[config.mk]
export PLATFORM = sky130hd
export DESIGN_NAME = tpt_ram
export DESIGN_NICKNAME = d
export VERILOG_FILES = /design/src/rtl/tpt_ram.sv
export SDC_FILE = /design/constraint.sdc
export NUM_CORES = 1
export LEC_CHECK = 0
export BUFFER_PORTS_ARGS = -buffer_cell sky130_fd_sc_hd__buf_4
export CAP_MARGIN = 20
export CELL_PAD_IN_SITES_DETAIL_PLACEMENT = 2
export CELL_PAD_IN_SITES_GLOBAL_PLACEMENT = 2
export CORE_ASPECT_RATIO = 0.75
export CORE_MARGIN = 2
export CORE_UTILIZATION = 40
export CTS_CLUSTER_DIAMETER = 40
export CTS_CLUSTER_SIZE = 14
export DETAILED_ROUTE_END_ITERATION = 7
export PLACE_DENSITY_LB_ADDON = 0.1
export SYNTH_ARGS = -nofsm -noshare
export SYNTH_HDL_FRONTEND = slang
export SYNTH_SLANG_ARGS = --single-unit
[constraint.sdc]
create_clock -name clk_i -period 3.54 [get_ports clk_i]
set_input_delay 0.177 -clock clk_i [delete_from_list [all_inputs] [get_ports clk_i]]
set_output_delay 0.177 -clock clk_i [all_outputs]
set_load 0.01 [all_outputs]
[src/rtl/tpt_ram.sv]
`timescale 1ns / 1ps
// ----------------------------------------------------------------------------
// tpt_ram
// Simple dual-port RAM, one write and one registered read per cycle.
// ----------------------------------------------------------------------------
module tpt_ram #(
  parameter int DEPTH = 128,
  parameter int WIDTH = 8
) (
  input  logic                     clk_i,
  input  logic                     we_i,
  input  logic [$clog2(DEPTH)-1:0] waddr_i,
  input  logic [WIDTH-1:0]         wdata_i,
  input  logic                     re_i,
  input  logic [$clog2(DEPTH)-1:0] raddr_i,
  output logic [WIDTH-1:0]         rdata_o
);

  logic [WIDTH-1:0] mem [DEPTH];

  always_ff @(posedge clk_i) begin
    if (we_i) begin
      mem[waddr_i] <= wdata_i;
    end
    if (re_i) begin
      rdata_o <= mem[raddr_i];
    end
  end

endmodule

After elaboration in Yosys (flattened, before gate mapping)
Memories as Yosys holds them, arrays and structs flattened. A register that Yosys moved wholly into a read port is not among the register bits.
Cells that the tools add are included.
{"block": "word_totals", "register_bits": 0, "latchBits": 0, "ram_bits": 1024, "romBits": 0, "inputBits": 25, "out_inout_bits": 8, "memories": 1}
{"block": "op_classes", "add_sub_neg": 0, "n_mul": 0, "div": 0, "order_cmp": 0, "n_eq_ne": 0, "shifts": 0, "n_mux": 2, "bitwise": 0, "n_reduce_logical": 0}
{"name": "mem", "words": 128, "width": 8, "rd": 1, "rd_clocked_by_memory_dff": 1, "wr": 1, "line": "19", "text": "logic [WIDTH-1:0] mem [DEPTH];"}
{"op": "$mux 1", "n": 2}

Logic depth before layout (Yosys ltp)
{"block": "depth", "depth_word": 2, "ltp_mapped": 7}

Worst setup path before layout
No wires, ideal clock.
{"block": "synth_timing", "kind": "in2reg", "from": "input port raddr_i[0]", "to": "register rdata_o[0] (read register of mem), data pin", "setup_ns": 0.260, "t_arrival_ns": 2.561, "required_time_ns": 3.280, "setup_slack_ns": 0.720, "cell_stages": 6, "path_buffers": 2, "cell_sequence": "clkbuf_1 buf_1 mux4_2 mux4_2 mux4_2 mux2_2"}
{"element": "start, declared", "line": "15", "text": "input logic [$clog2(DEPTH)-1:0] raddr_i,"}
{"element": "end, declared", "line": "16", "text": "output logic [WIDTH-1:0] rdata_o"}

==> flow_summary.json <==
{
  "rows": 100,
  "drive_above_1_share_pct": 38.4,
  "cts.sinks": 1032,
  "whs_ns": -0.0144,
  "drt_iter0_markers": 1945,
  "layout_common_cells": "edfxtp_1, mux4_2, buf_4",
  "clockBufferDepth": 3,
  "cpMostUsedCell": "mux4_2",
  "setup_viol": 0,
  "grt_pass1_wl_mm": 157,
  "ys_warn_count": 0,
  "routed.top_layer": "met5",
  "synthCells": 1635,
  "critical_path_class": "register to register",
  "synth_area_per_cell_um2": 24.3,
  "ctsHtreeMaxLevel": 4,
  "worst_pin_slew_ns": 1.08,
  "post-cts-setup-buffers": 0,
  "die_area_um2": 102000,
  "rsz0062_at_grt": "no",
  "critPathCapture": "rdata_o[7]",
  "ctsHoldBuffers": 2,
  "crit_cells": 4,
  "drt_wl_total_mm": 109,
  "grtUsageTotal_pct": 21.9,
  "syn_to_final_growth_pct": 19.4,
  "worst_clock_skew_ns": 0.0221,
  "clkSlewWorstSetupHoldPaths_ns": 0.06,
  "p_per_area_nw_per_um2": 604,
  "drc": 0,
  "r2r-start": "mem[54][7]",
  "ir_drop_uv": 473,
  "r2r_end": "rdata_o[7]",
  "hold_viol_final": 3,
  "maxSlewHeadroom_pct": 27.4,
  "ctsResizeCount": 0,
  "cp_data_arrival_time_ns": 3.13,
  "crit_path_max_incr_delay_ns": 0.61,
  "cp-start-kind": "register",
  "critPathSlowestCell": "mux4_2",
  "final_max_slew_viol_count": 0,
  "route.met2.wl_mm": 49.9,
  "grt_max_degree": 129,
  "cp_max_fo": 1,
  "gp_congestion": 0.758,
  "wl_met3_mm": 5.50,
  "vias_per_cell": 5.64,
  "insertion_delay_ns": 0.76,
  "fin_crit_sh_pct": 74.7,
  "r2r_cells": 4,
  "grt_pass1_vias": 20000,
  "wl_met1_mm": 51.3,
  "final_cell_area_um2": 47400,
  "dp.cells": 3069,
  "cp_cell_sequence": "mux4_2 -> mux4_2 -> mux4_2 -> mux2_2",
  "vias": 18700,
  "drt_pass1_iterations": 5,
  "cp-end-kind": "register",
  "wire_per_inst_um": 32.9,
  "synth_cell_types": 16,
  "hpwl_mm": 67.8,
  "outcome": "finished with violations",
  "clock-root-buffer": "clkbuf_16",
  "min_from": "wdata_i[0]",
  "syn_nets": 1660,
  "cts_inserted_buffers": 132,
  "crit_buf_inv": 0,
  "overflow": 0,
  "port_buffers": 32,
  "final_util_pct": 48.0,
  "cts_tree": "built",
  "die_y_um": 277,
  "place_area_um2": 42800,
  "synth-seq-area-share_pct": 78.0,
  "die_w_um": 368,
  "nets": 1911,
  "r2r_slack_ns": 0.89,
  "fin_tns_setup_ns": 0,
  "cp-startpoint": "mem[54][7]",
  "final_common_cell": "edfxtp_1",
  "hold_path_class": "input pin to register",
  "violations": "negative hold slack",
  "stdcell_count": 3322,
  "core-area_um2": 98800,
  "synth_area_um2": 39700,
  "crit_family": "multiplexers",
  "p_leak_nw": 14.9,
  "fin_crit_ns": 2.65,
  "antenna_found_initial": 18,
  "drv_cap": 0,
  "initial_utilization_pct": 40.2,
  "fmax_mhz": 378,
  "ys_ff_latch": 1032,
  "top_level_ports": 33,
  "crit_required_ns": 4.03,
  "ant_nets": 0
}
report_power, final:
| group | internal (W) | total [W] | switching [W] |
|---|---|---|---|
| Sequential | 0.0135 | 0.0135 | 0.0000270 |
| Combinational | 0.000573 | 0.00138 | 0.000805 |
| Clock | 0.00818 | 0.0137 | 0.00556 |
| Total | 0.0223 | 0.0287 | 0.00640 |
sequential cells by signal (all words and copies together), names as in the netlist:
name     flops
mem       1024
rdata_o      8
cells in the mapped netlist (all sizes together):
cell type     n  area (µm²)
edfxtp     1032       31000
nand2b        2        12.5
nand2        14        52.6
nand4         3        18.8
clkbuf       44         165
nand3        12        60.1
mux4        336        7570
mux2          8        90.1
or3           1        6.26
buf          45         236
nor2        122         458
nor3          9        45.0
nor2b         7        43.8
routing by layer:
layer	up-vias	global-route usage (%)
met3	139	3.85
met4	6	6.68
met1	10500	33.4
li1	7600	-
met2	526	32.5
met5	-	0
kinds of logic after synthesis:
| kind of cell | after synthesis | synth area share [%] |
|---|---|---|
| buf+inv | 89 | 1.01 |
| flops | 1032 | 78.0 |
| mux | 344 | 19.3 |
| simple gates | 170 | 1.75 |
worst min-delay path by stage:
| stage | end | slack, ns | cells after the start |
|---|---|---|---|
| 3_5_place_dp | rdata_o[2] | 0.53 | 1 |
| 4_1_cts | mem[35][6] | 0.003 | 1 |
| 6_report | mem[81][0] | -0.01 | 2 |
| 3_3_place_gp | rdata_o[0] | 0.54 | 1 |
| 5_1_grt | mem[81][0] | 0.006 | 2 |
| 2_1_floorplan | mem[0][0] | 0.28 | 0 |
final cells by class:
class                      instances  area, µm²
timing repair buffer             206       1930
tap                             1326       1660
fill                            8605      51400
clock buffer                     148       3470
antenna                            2       5.00
clock inverter                    94       1040
multi-input combinational        514       8350
sequential                      1032      31000
through the flow:
stage          setup WS (ns)  hold slack, ns  power, W
2_1_floorplan          0.720           0.276    0.0145
3_5_place_dp           0.387           0.531    0.0152
5_1_grt                0.878         0.00590    0.0294
6_report               0.894         -0.0144    0.0287
3_3_place_gp           0.410           0.536    0.0151
4_1_cts                0.890         0.00346    0.0290
No activity file was read; power rests on OpenSTA's default activity.
