## src/rtl/tpt_pkg.sv

```systemverilog
`timescale 1ns / 1ps
// ----------------------------------------------------------------------------
// tpt_pkg
// Shared sizes, sequencer states and control structs for the translator.
// ----------------------------------------------------------------------------
package tpt_pkg;

  localparam int TLB_ENTRIES = 16;
  localparam int FRAME_COUNT = 128;
  localparam int OFFSET_BITS = 8;
  localparam int PAGE_BITS   = 8;

  localparam int PAGE_COUNT = 1 << PAGE_BITS;
  localparam int TLB_W      = $clog2(TLB_ENTRIES);
  localparam int FRAME_W    = $clog2(FRAME_COUNT);
  localparam int VA_W       = PAGE_BITS + OFFSET_BITS;
  localparam int PA_W       = FRAME_W + OFFSET_BITS;
  localparam int CNT_W      = 32;
  localparam int OUT_BITS   = PA_W + FRAME_W + 2 + TLB_W + 2 * CNT_W;
  localparam int OUT_W      = ((OUT_BITS + 7) / 8) * 8;

  localparam logic MODE_FIFO = 1'b0;
  localparam logic MODE_LRU  = 1'b1;

  typedef enum logic [3:0] {
    ST_IDLE,
    ST_LOOKUP,
    ST_SCAN,
    ST_EVICT_RD,
    ST_EVICT,
    ST_LOAD,
    ST_STAMP,
    ST_REFILL,
    ST_DONE
  } state_e;

  typedef struct packed {
    logic                 inval;
    logic [PAGE_BITS-1:0] inval_page;
    logic                 fill;
    logic [PAGE_BITS-1:0] fill_page;
    logic [FRAME_W-1:0]   fill_frame;
  } tlb_ctl_t;

  typedef struct packed {
    logic               hit;
    logic [TLB_W-1:0]   hit_slot;
    logic [FRAME_W-1:0] hit_frame;
    logic [TLB_W-1:0]   fill_slot;
  } tlb_sts_t;

endpackage

```

## src/rtl/tpt_tlb.sv

```systemverilog
`timescale 1ns / 1ps
// ----------------------------------------------------------------------------
// tpt_tlb
// TLB entry store: parallel tag match, invalidate by page, refill slot choice.
// ----------------------------------------------------------------------------
module tpt_tlb (
  input  logic                          clk_i,
  input  logic                          rst_ni,
  input  logic [tpt_pkg::PAGE_BITS-1:0] lookup_page_i,
  input  tpt_pkg::tlb_ctl_t             ctl_i,
  output tpt_pkg::tlb_sts_t             sts_o
);
  import tpt_pkg::*;

  logic [PAGE_BITS-1:0] tag_q   [TLB_ENTRIES];
  logic [FRAME_W-1:0]   frame_q [TLB_ENTRIES];
  logic [TLB_ENTRIES-1:0] valid_q, valid_d;
  logic [TLB_W-1:0]     ptr_q, ptr_d;
  logic                 any_free;
  logic [TLB_W-1:0]     free_slot;

  // lowest matching and lowest free entry win: scan from the top down
  always_comb begin
    sts_o     = '0;
    any_free  = 1'b0;
    free_slot = '0;
    for (int i = TLB_ENTRIES - 1; i >= 0; i--) begin
      if (valid_q[i] && (tag_q[i] == lookup_page_i)) begin
        sts_o.hit       = 1'b1;
        sts_o.hit_slot  = TLB_W'(i);
        sts_o.hit_frame = frame_q[i];
      end
      if (!valid_q[i]) begin
        any_free  = 1'b1;
        free_slot = TLB_W'(i);
      end
    end
    sts_o.fill_slot = any_free ? free_slot : ptr_q;
  end

  always_comb begin
    valid_d = valid_q;
    ptr_d   = ptr_q;
    if (ctl_i.inval) begin
      for (int i = 0; i < TLB_ENTRIES; i++) begin
        if (tag_q[i] == ctl_i.inval_page) begin
          valid_d[i] = 1'b0;
        end
      end
    end
    if (ctl_i.fill) begin
      valid_d[sts_o.fill_slot] = 1'b1;
      if (!any_free) begin
        ptr_d = (ptr_q == TLB_W'(TLB_ENTRIES - 1)) ? '0 : ptr_q + 1'b1;
      end
    end
  end

  always_ff @(posedge clk_i or negedge rst_ni) begin
    if (!rst_ni) begin
      valid_q <= '0;
      ptr_q   <= '0;
    end else begin
      valid_q <= valid_d;
      ptr_q   <= ptr_d;
    end
  end

  always_ff @(posedge clk_i) begin
    if (ctl_i.fill) begin
      tag_q[sts_o.fill_slot]   <= ctl_i.fill_page;
      frame_q[sts_o.fill_slot] <= ctl_i.fill_frame;
    end
  end

endmodule

```

## config.mk

```make
export PLATFORM = sky130hd
export DESIGN_NAME = tpt_tlb
export DESIGN_NICKNAME = d
export VERILOG_FILES = /design/src/rtl/tpt_pkg.sv /design/src/rtl/tpt_tlb.sv
export SDC_FILE = /design/constraint.sdc
export NUM_CORES = 1
export LEC_CHECK = 0
export BUFFER_PORTS_ARGS = -buffer_cell sky130_fd_sc_hd__buf_2
export CAP_MARGIN = 20
export CORE_AREA = 3 3 151 153
export CTS_BUF_LIST = sky130_fd_sc_hd__clkbuf_16
export DETAILED_ROUTE_END_ITERATION = 7
export DIE_AREA = 0 0 154 156
export PLACE_DENSITY = 0.77
export SETUP_SLACK_MARGIN = 0.02
export SLEW_MARGIN = 40
export SYNTH_ARGS = -nofsm -noshare
export SYNTH_HDL_FRONTEND = slang
export SYNTH_SLANG_ARGS = --single-unit
```

## constraint.sdc

```tcl
create_clock -name clk_i -period 6.5 [get_ports clk_i]
set_input_delay 0.325 -clock clk_i [delete_from_list [all_inputs] [get_ports clk_i]]
set_output_delay 0.325 -clock clk_i [all_outputs]
set_load 0.02 [all_outputs]
```

Yosys cells after proc, flatten, opt, wreduce, memory -nomap -nowiden
Memories as Yosys holds them, arrays and structs flattened.
Index checks and enable logic that the tools add are counted.
{"block": "op_classes", "add_sub_neg": 1, "order_cmp": 2, "n_eq_ne": 33, "mux": 72, "bitwise_logic": 2, "reduce_logical": 18}
{"cell": "$eq 8x8->1", "count": 32}
{"cell": "$mux 12", "count": 16}
{"cell": "$mux 4", "count": 18}
{"cell": "$mux 1", "count": 35}
{"cell": "$mux 16", "count": 2}
{"cell": "$logic_and 1x1->1", "count": 17}
{"cell": "$or 16x16->16", "count": 1}
{"cell": "$lt 4x5->1 const B", "count": 1}
{"cell": "$add 4x1->4 const B", "count": 1}
{"cell": "$demux 1 s4", "count": 1}
{"cell": "$eq 4x4->1 const B", "count": 1}
{"cell": "$ge 4x1->1 const B", "count": 1}
{"cell": "$reduce_and 2->1", "count": 1}
{"cell": "$not 1->1", "count": 1}
{"block": "totals", "reg_bits": 20, "ram_bits": 240, "input_bits": 35, "out_inout_bits": 16, "word_cells": 132, "n_memories": 2}
{"memory": "tag_q", "words": 16, "width": 8, "rd": 16, "rd_clocked_by_memory_dff": 0, "wr": 1, "line_no": "tpt_tlb.sv:15", "rtl": "logic [PAGE_BITS-1:0] tag_q [TLB_ENTRIES];"}
{"memory": "frame_q", "words": 16, "width": 7, "rd": 16, "rd_clocked_by_memory_dff": 0, "wr": 1, "line_no": "tpt_tlb.sv:16", "rtl": "logic [FRAME_W-1:0] frame_q [TLB_ENTRIES];"}

Depth between registers and ports, before layout
{"block": "logic_depth", "ltp_word": 23, "mapped_depth": 11}

Worst setup path before layout
OpenSTA, ideal clock, no wires.
{"block": "synth_timing", "path_type": "reg2reg", "startpoint": "register valid_q[13]", "endpoint": "memory frame_q[10][0] (netlist name) (enable)", "arrival_time_ns": 2.791, "required_time_ns": 6.094, "path_slack_ns": 3.303, "stages_incl_launch_ff": 8, "path_buffers": 1, "period_less_slack_ns": 3.197, "path_cell_list": "dfrtp_1 -> nand4_1 -> or3_1 -> nor2_1 -> nor3_1 -> nand2_1 -> clkbuf_1 -> nor3_1"}
{"item": "start, declared", "line_no": "tpt_tlb.sv:17", "rtl": "logic [TLB_ENTRIES-1:0] valid_q, valid_d;"}
{"item": "start signal, assigned", "line_no": "tpt_tlb.sv:64", "rtl": "valid_q <= valid_d;"}
{"item": "end, declared", "line_no": "tpt_tlb.sv:16"}

==> reports/qor.csv <==
metric,value,unit
finalInstanceArea,14100,um2
crit_start,tag_q[4][6],
io_buffers,50,
yosysWarnings,0,
globalRouteOverflowTotal,0,
pin_count,51,
ys_async_sr_fraction,7.69,%
wl,33900,um
wire_per_inst,25.5,um
gp_congestion,0.943,
grt_usage,27.8,%
num_vias,8522,
cts_buffer_depth,3,
initial_core_util,59.2,%
hold_end,ptr_q[2],
ff2ff_path_depth,7,
cts_tree,built,
finalCriticalPeriod,3.64,ns
root_buffer,clkbuf_16,
end_kind,primary output,
tns,0,ns
synth_most_common_cell,edfxtp_1,
r2r_end,frame_q[11][5],
first_global_vias,8300,
cts_hold_buffers,1,
dr.pass1.iters,5,
drive_gt1_share,12.9,%
synth_top_cell_by_area,edfxtp_1,
min_from,ctl_i[15],
die_h,156,um
final_nets,1063,
synth-main-ff-cell,edfxtp_1,
hold_depth,3,
whs,0.141,ns
p_per_area,365,nW/um2
synth_cells,987,
instances_no_fill,1327,
synth_seq_area_share,60.0,%
maxSlewViolCount,0,
drv_cap,0,
startpoint_type,flip-flop,
finalHoldViolations,0,
clock_skew,0.0261,ns
areaGrowthSynthToFinish,9.56,%
worst_pin_slew,0.831,ns
setup_ws,2.86,ns
crit_arrival,3.31,ns
status,"complete, no violations",
synth.top_cell.area_share,56.1,%
row_count,54,
dpl_cell_area,13300,um2
first_iter_violations,983,
viasPerCell,6.42,
htree_levels,1,
diodes,0,
die_area,24000,um2
critical_path_required,6.17,ns
synth_nets,1023,
synth_area,12800,um2
antenna_left,0,
synth_cell_types,70,
rsz0062_at_grt,no,
hold_class,in -> reg,
syn_avg_cell_area,13.0,um2
ys_ff_latch,260,
core,21700,um2
grt_max_degree,21,
r2r_slack,3.20,ns
insertion_delay,0.54,ns
antenna_found_initial,0,
fin_util,64.9,%
dp_hpwl,21600,um
path_class,reg -> out,
max_freq,275,MHz
power.total,5.13,mW
ys_top_cells_by_count,"edfxtp_1 (240), xor2_1 (132), xnor2_1 (124), nand2_1 (54), nand3_1 (45)",
cts_setup_buffers,0,
synth_area_leaders,"edfxtp_1 (56%), xor2_1 (9.0%), xnor2_1 (8.5%), dfrtp_1 (3.9%), nand3_1 (1.8%)",
synth_edf_count,240,
drcViolationCount,0,
cts_made_buffers,26,
cp_max_fo,9,
pre_cts_slack,3.01,ns
placedCellCount,1277,
power_leakage,4.79,nW
r2r_start,valid_q[13],
cts_resized,0,
grt_first_pass_wirelength,50700,um
slew_headroom,44.2,%
period_share,55.9,%
final-setup-viol-count,0,
clk_pin_slew,0.06,ns
irDropWorstVdd,0.351,mV
die_x,154,um
cts_sinks,260,
==> how the worst max path moves through the flow <==
stage / depth (start not counted) / end
after detailed placement: 10 / sts_o[6]
after global routing: 9 / sts_o[13]
after CTS: 7 / sts_o[0]
final: 8 / sts_o[6]
after global placement: 7 / frame_q[14][4]
after floorplan: 7 / frame_q[10][0]
==> sequential cells by signal, indices dropped and copies added, names as in the netlist <==
name and cells:
valid_q 16, ptr_q 4, tag_q 128, frame_q 112
==> cell families (layout without fill, tap and decap cells) <==
logic type / after synthesis / in the layout / synth area share (%)
simple gates: 270 / 270 / 11.8
flops: 260 / 260 / 60.0
xor+xnor: 257 / 257 / 17.6
compound gates: 131 / 131 / 7.24
buf+inv: 65 / 125 / 3.06
mux: 3 / 3 / 0.253
fa+ha+maj: 1 / 1 / 0.0974
==> power breakdown <==
group / total, mW / switching (mW) / internal, mW
clock: 1.37 / 0.600 / 0.767
sequential: 2.46 / 0.222 / 2.24
combinational: 1.30 / 0.920 / 0.380
==> placed cells by master, fill, tap and decap left out, types with 6 or more instances in the layout <==
cell type	instances
edfxtp_1	240
xor2_1	132
xnor2_1	124
nand2_1	54
buf_2	50
nand3_1	45
nor2_1	41
nand4_1	27
inv_1	27
clkbuf_16	26
o21ai_0	22
dfrtp_1	20
nor4_1	19
a21oi_1	15
nor3_1	14
o41ai_1	14
o22ai_1	11
buf_4	11
or3_1	10
a31oi_1	10
nor3_2	9
nand2b_1	9
o211ai_1	9
o31ai_1	9
nor3_4	6
and3b_1	6
a211oi_1	6
==> worst max-delay path, stage by stage, from the launching register on <==
cell      delay [ns]
edfxtp_1        0.45
xnor2_1         0.25
nand3_1         0.13
nor3_1          0.70
nor2_1          0.35
o311ai_0        0.24
a31oi_1         0.16
o22ai_1         0.26
buf_2           0.22
==> final cells by class <==
type | instances | area, um2
Fill cell | 1520 | 7620
Timing Repair Buffer | 62 | 343
Multi-Input combinational cell | 662 | 4820
Clock inverter | 22 | 141
Inverter | 15 | 56.3
Clock buffer | 26 | 651
Sequential cell | 260 | 7710
Tap cell | 280 | 350
==> layer usage <==
layer	track usage (%)	up-vias	routed length, um
met3	4.94	113	3580
met1	40.2	4142	13700
met2	42.6	545	15100
met4	10.8	0	1430
li1	-	3722	-
met5	0	-	0
Note: power is estimated with default switching activity, not from simulation.
